--- src/sv/stvg_pkg.sv ---
`timescale 1ns / 1ps
package stvg_pkg;
	localparam int IDX_W = 8;
	localparam int CNT_W = 9;
	localparam int RAD_W = 16;
	localparam int POS_W = 17;
	localparam int NRM_W = 16;
	localparam int PH_W = 32;
	localparam int DIV_W = 11;
	localparam int ACC_W = 34;
	localparam int TRG_W = 32;
	localparam int CORDIC_STEPS = 18;
	localparam int DIV_STEPS = PH_W;
	localparam int FRONT_DEPTH = DIV_STEPS + CORDIC_STEPS;
	localparam int CFG_IDX_W = 2;
	localparam int CFG_W = 16;
	localparam int SLOT_W = 3;
	localparam int MAX_DIVISIONS_DEF = 256;
	localparam int POS_FRAC_BITS_DEF = 12;
	localparam int NORM_ONE = 16384;

	localparam logic [CFG_IDX_W-1:0] REG_RADIUS = 2'd0;
	localparam logic [CFG_IDX_W-1:0] REG_SECTORS = 2'd1;
	localparam logic [CFG_IDX_W-1:0] REG_STACKS = 2'd2;

	localparam logic [RAD_W-1:0] RADIUS_RST = 16'd4096;
	localparam logic [CNT_W-1:0] SECTORS_RST = 9'd36;
	localparam logic [CNT_W-1:0] STACKS_RST = 9'd18;

	localparam logic [ACC_W-1:0] CORDIC_GAIN = 34'd652032874;
	localparam logic [PH_W-1:0] QUARTER_TURN = 32'h4000_0000;
	localparam logic [PH_W-1:0] HALF_TURN = 32'h8000_0000;

	// vertex slots: upper triangle A,B,C then lower triangle C,B,D
	localparam logic [SLOT_W-1:0] SLOT_UP_A = 3'd0;
	localparam logic [SLOT_W-1:0] SLOT_UP_B = 3'd1;
	localparam logic [SLOT_W-1:0] SLOT_UP_C = 3'd2;
	localparam logic [SLOT_W-1:0] SLOT_LO_C = 3'd3;
	localparam logic [SLOT_W-1:0] SLOT_LO_B = 3'd4;
	localparam logic [SLOT_W-1:0] SLOT_LO_D = 3'd5;

	typedef struct packed {
		logic signed [TRG_W-1:0] co;
		logic signed [TRG_W-1:0] si;
	} trig_t;

	typedef struct packed {
		logic busy;
		logic free;
	} seq_stat_t;

	function automatic logic [PH_W-1:0] atan_turn(input int k);
		logic [PH_W-1:0] r;
		case (k)
			0: r = 32'h20000000;
			1: r = 32'h12E4051E;
			2: r = 32'h09FB385B;
			3: r = 32'h051111D4;
			4: r = 32'h028B0D43;
			5: r = 32'h0145D7E1;
			6: r = 32'h00A2F61E;
			7: r = 32'h00517C55;
			8: r = 32'h0028BE53;
			9: r = 32'h00145F2F;
			10: r = 32'h000A2F98;
			11: r = 32'h000517CC;
			12: r = 32'h00028BE6;
			13: r = 32'h000145F3;
			14: r = 32'h0000A2FA;
			15: r = 32'h0000517D;
			16: r = 32'h000028BE;
			17: r = 32'h0000145F;
			default: r = '0;
		endcase
		return r;
	endfunction

	function automatic logic signed [63:0] round_shr(input logic signed [63:0] v, input int k);
		logic signed [63:0] b;
		b = 64'sd1 <<< (k - 1);
		return (v + b) >>> k;
	endfunction

	function automatic logic signed [63:0] sat(input logic signed [63:0] v,
			input logic signed [63:0] lim);
		logic signed [63:0] r;
		r = v;
		if (v > lim) r = lim;
		if (v < -lim) r = -lim;
		return r;
	endfunction
endpackage

--- src/sv/stvg_div.sv ---
`timescale 1ns / 1ps
// restoring divider, one quotient bit per stage
module stvg_div (
	input  logic clk,
	input  logic en,
	input  logic [stvg_pkg::DIV_W-1:0] rem_in,
	input  logic [stvg_pkg::PH_W-1:0] num_in,
	input  logic [stvg_pkg::DIV_W-1:0] dvsr,
	output logic [stvg_pkg::PH_W-1:0] quo
);
	import stvg_pkg::*;

	logic [DIV_W-1:0] rem_s [DIV_STEPS];
	logic [PH_W-1:0] nq_s [DIV_STEPS];

	for (genvar s = 0; s < DIV_STEPS; s++) begin : g_st
		logic [DIV_W-1:0] r_prev;
		logic [PH_W-1:0] n_prev;
		logic [DIV_W:0] t;
		logic ge;
		if (s == 0) begin : g_first
			assign r_prev = rem_in;
			assign n_prev = num_in;
		end else begin : g_next
			assign r_prev = rem_s[s-1];
			assign n_prev = nq_s[s-1];
		end
		assign t = {r_prev, n_prev[PH_W-1]};
		assign ge = t >= {1'b0, dvsr};
		always_ff @(posedge clk) begin
			if (en) begin
				rem_s[s] <= ge ? DIV_W'(t - {1'b0, dvsr}) : t[DIV_W-1:0];
				nq_s[s] <= {n_prev[PH_W-2:0], ge};
			end
		end
	end

	assign quo = nq_s[DIV_STEPS-1];
endmodule

--- config.mk ---
export PLATFORM = sky130hd
export DESIGN_NAME = stvg_div
export DESIGN_NICKNAME = d
export VERILOG_FILES = /design/src/sv/stvg_pkg.sv /design/src/sv/stvg_div.sv
export SDC_FILE = /design/constraint.sdc
export NUM_CORES = 2
export LEC_CHECK = 0
export ABC_AREA = 0
export BUFFER_PORTS_ARGS = -buffer_cell sky130_fd_sc_hd__buf_2
export CORE_AREA = 2 2 354 356
export CTS_CLUSTER_DIAMETER = 60
export DETAILED_ROUTE_END_ITERATION = 10
export DIE_AREA = 0 0 356 358
export PLACE_DENSITY = 0.65
export SETUP_SLACK_MARGIN = 0.02
export SYNTH_ARGS = -nofsm -noshare
export SYNTH_HDL_FRONTEND = slang
export SYNTH_SLANG_ARGS = --single-unit
--- constraint.sdc ---
create_clock -name clk -period 3.65 [get_ports clk]
set_input_delay 0.73 -clock clk [delete_from_list [all_inputs] [get_ports clk]]
set_output_delay 0.73 -clock clk [all_outputs]
set_load 0.005 [all_outputs]
* After elaboration in Yosys (flattened, before gate mapping)
Memories as Yosys holds them, arrays and structs flattened. Cells that the tools add are included.
Storage, ports and cells: register bits 0, memory bits (writable) 1376, output and inout port bits 32, memories 2
Memories:
- nq_s | words 32, width 32, read ports 32, clocked after memory_dff 0, wr ports 32, line stvg_div.sv:14 | logic [PH_W-1:0] nq_s [DIV_STEPS];
- rem_s | words 32, width 11, read ports 31, clocked after memory_dff 0, wr ports 32, line stvg_div.sv:13 | logic [DIV_W-1:0] rem_s [DIV_STEPS];
Operators by class: add/subtract/negate cells 32, order comparisons 32, muxes and demuxes 34
Operator list (number):
- $ge A12 B11 Y1 | 32
- $mux W11 | 32
- $sub A11 B11 Y11 | 32
- $mux W1 | 2

* Longest topological paths before layout
word-level depth 2, depth in mapped cells 11

* Worst setup path after synthesis
No wires, ideal clock.
path kind input to register, start input port dvsr[6] (netlist bit), end memory rem_s[0][9], data pin, library setup time 260 ps, arrival time 2972 ps, slack 418 ps, stages 7, path buffers 0, path through inv_1 ha_1 a21o_1 or3_1 o211a_1 a311o_1 mux2_2
RTL lines:
- from (decl) | line stvg_div.sv:8 | input logic [stvg_pkg::DIV_W-1:0] dvsr,
- to (decl) | line stvg_div.sv:13

==> results by group <==
Status
  • Status: finished clean

Synth
  • Mux cell area share after synthesis: 0.0532
  • Synth Flop Type: edfxtp_1
  • Share of async-settable or async-resettable flops after synthesis: 0
  • Post-synth cell types: 65
  • Synth top area cells: edfxtp_1 (67%), ha_1 (7.2%), mux2_2 (4.3%)
  • Post-synthesis compound-gate area fraction: 0.0914
  • Post-synth EDFFs: around 1400
  • Syn_area_per_cell: roughly 15 sq um
  • Top cell type's share of synthesized area: 0.666
  • Largest family of logic cells by synthesized area: compound AO/OA/AOI/OAI gates
  • Seq/Total Area, Yosys: 0.666
  • Synth Register Bits: between 1000 and 1500
  • Synth Area in Simple Gates: 0.0751
  • Xor/xnor share of the synthesized area: 0.0195
  • Post-synthesis adder-cell area fraction: 0.0816
  • Largest area contributor in the netlist: edfxtp_1
  • Synthesized Nets: between 4000 and 5000
  • Mapped cell area: 61600 sq um
  • Yosys warnings: 0
  • Post-Syn Instances: between 4000 and 5000

Setup path
  • Worst-path cell chain: inv_1 -> ha_1 -> fa_1 -> nor2b_1 -> o21ai_1 -> nand3_1 -> a21oi_1 -> o31ai_2 -> mux2_2
  • Slowest CP cell: o31ai_2
  • CP Capture Type: flop
  • CP arrival: 3580 ps
  • Crit path kind: reg -> reg
  • Max stage delay on crit path: a little under 900 ps
  • Crit start category: flop
  • Critical Path RT: around 4200 ps
  • Worst r2r src: nq_s[0][31]
  • Family with the most delay on the worst path: compound AO/OA/AOI/OAI gates
  • Crit path from: nq_s[0][31]
  • CP max FO: 11
  • Bufs and invs on worst path: 1

Detailed routing
  • DRT iter0 DRCs: about 2200
  • Wire per inst: roughly 17 um
  • Final ANT Viol Nets: 0
  • DR pass1 iterations: 8
  • Routed WL: between 100000 and 150000 um
  • # DRC: 0
  • Post-DR vias/cell: between 5 and 6
  • Via count: roughly 35000

Power
  • Power Density: 830 nW/um^2
  • Maximum VDD drop: 0.567 mV
  • Leak pwr: between 20 and 30 nW
  • Tot Pwr: approximately 0.060 W

Global routing
  • Initial antenna violation count: 0
  • Total GRT Usage: 0.174
  • Vias in the first global route: between 30000 and 40000
  • Overflow after GRT: 0
  • Largest net degree at the start of global routing: approximately 170
  • First-pass GRT wire length: about 180000 um

Clock network
  • CTS tree: done
  • Clk sinks: roughly 1400
  • Setup Fix Bufs, Post-CTS: 0
  • Clk Tree Root Cell: clkbuf_16
  • Post-CTS resize count: 0
  • CTS buffer count: approximately 150
  • Clk slew on worst S/H paths: approximately 60 ps
  • H-tree levels: 4
  • CTS Buffer Depth: 3
  • Hold buffer count at cts: 0
  • Clk Latency, worst-skew pair: about 780 ps

Place
  • Final GP Congestion: ~0.89
  • HPWL reported at the end of detailed placement: between 70000 and 80000 um
  • IO Port Bufs: 87
  • Post-DP Area: about 66000 sq um

Floorplanning
  • Chip height: between 300 and 400 um
  • CORE AREA: between 100000 and 150000 sq um
  • Std-Cell Rows: approximately 130
  • Starting Density: 0.499
  • Top Ports: 88
  • Die area: 127000 sq um
  • Die width: about 360 um

Timing
  • Final max-slew violation count: 0
  • Max_slew headroom: 0.308
  • Fmax: roughly 320 MHz
  • Setup-failing EPs final: 0
  • Clock Skew: approximately 26 ps
  • Final Cycle Share: 0.843
  • TNS Setup: 0 ps
  • Final hold vios: 0
  • Worst Tran Pin Value: a little over 1000 ps
  • RSZ-0062 raised after global routing: false
  • Min cycle time layout: between 3000 and 4000 ps

Finish
  • Fillers: 9606
  • Share of cells above drive strength 1: 0.187
  • Nets: 5044
  • Number of diodes: 0
  • Most common cell after layout, fill and taps aside: edfxtp_1
  • Sequential standard cell area: a little over 40000 sq um
  • Area grow syn2layout: 16.5%
  • Commonest non-fill, non-tap cells in the layout: edfxtp_1 (1365), ha_1 (352), buf_4 (238)
  • Final Instance Area: between 70000 and 80000 sq um
  • Multi-input gate area: 19800 sq um

Hold path
  • Worst min-delay path class: in -> reg
  • HP Start: num_in[0]

Flow run
  • Max-Cap Viols: 0
state kept, by name, summed over array words and instances, names as in the netlist:
name and flops:
nq_s 1024, rem_s 341
cell type report:
cell class	instances	share of cell area
sequential	1365	0.572
inverter	158	0.00827
tap	1637	0.0286
clock inverter	113	0.0216
clock buffer	164	0.0537
timing repair buffer	360	0.0410
multi-input combinational	2569	0.275
cells by family (layout without fill, tap and decap cells):
kind of cell,Yosys count,in the layout
AOI/OAI and AO/OA,859,859
xor gates and xnor gates,137,137
adders and majority gates,383,383
buffers and inverters,199,795
DFF,1365,1365
muxes,298,298
and+or+nand+nor,892,892
synth_stat cells, drive strengths merged (31+ instances only):
cell type,n
edfxtp,1365
nand4,58
a21o,43
fa,31
o21ai,226
a31oi,34
a21oi,232
mux2i,62
mux2,236
xnor2,114
nand3b,42
nand2,186
o2111ai,59
o21a,34
ha,352
or3,49
inv,158
a21boi,36
o211ai,49
nand2b,78
nor2b,103
nor3,37
nor2,233
nand3,49
worst register-to-register path, cell delays in order (launching register included):
cell and delay [ps]:
edfxtp_1 360, inv_1 70, ha_1 210, fa_1 420, nor2b_1 170, o21ai_1 100
nand3_1 110, a21oi_1 90, o31ai_2 870, mux2_2 420
through the flow:
step | utilization | setup WS, ps | hold slack (ps) | instances
finish | 0.582 | 572 | 125 | 6366
global route | 0.582 | 336 | 67.2 | 6366
CTS | 0.582 | 541 | 50.4 | 6366
detailed placement | 0.538 | -165 | 405 | 6089
global placement | 0.538 | -158 | 400 | 6089
floorplan | - | 418 | 400 | 4133
power by group:
part | switching [W] | internal (W) | total [W] | leakage (nW)
registers | 0.00136 | 0.0214 | 0.0228 | 13.3
clock network | 0.00630 | 0.00975 | 0.0161 | 2.60
logic | 0.0104 | 0.0103 | 0.0207 | 11.1
total | 0.0181 | 0.0414 | 0.0595 | 27.0
final timing paths:
path,to,slack (ps),cells past startpoint
setup / recovery,rem_s[0][19],570,9
hold / removal,nq_s[0][1],130,1
setup reg to reg,rem_s[0][19],570,9
hold reg to reg,nq_s[0][353],400,0
per-layer routing:
| layer | track usage | vias up | share of wire | wire length [um] |
|---|---|---|---|---|
| met2 | 0.290 | 524 | 0.48 | 52800 |
| li1 | - | 17200 | - | - |
| met1 | 0.231 | 16700 | 0.45 | 49800 |
| met3 | 0.0303 | 192 | 0.038 | 4160 |
| met4 | 0.0631 | 0 | 0.027 | 2940 |
| met5 | 0 | - | 0 | 0 |
Note: power is estimated with default switching activity, not from simulation.
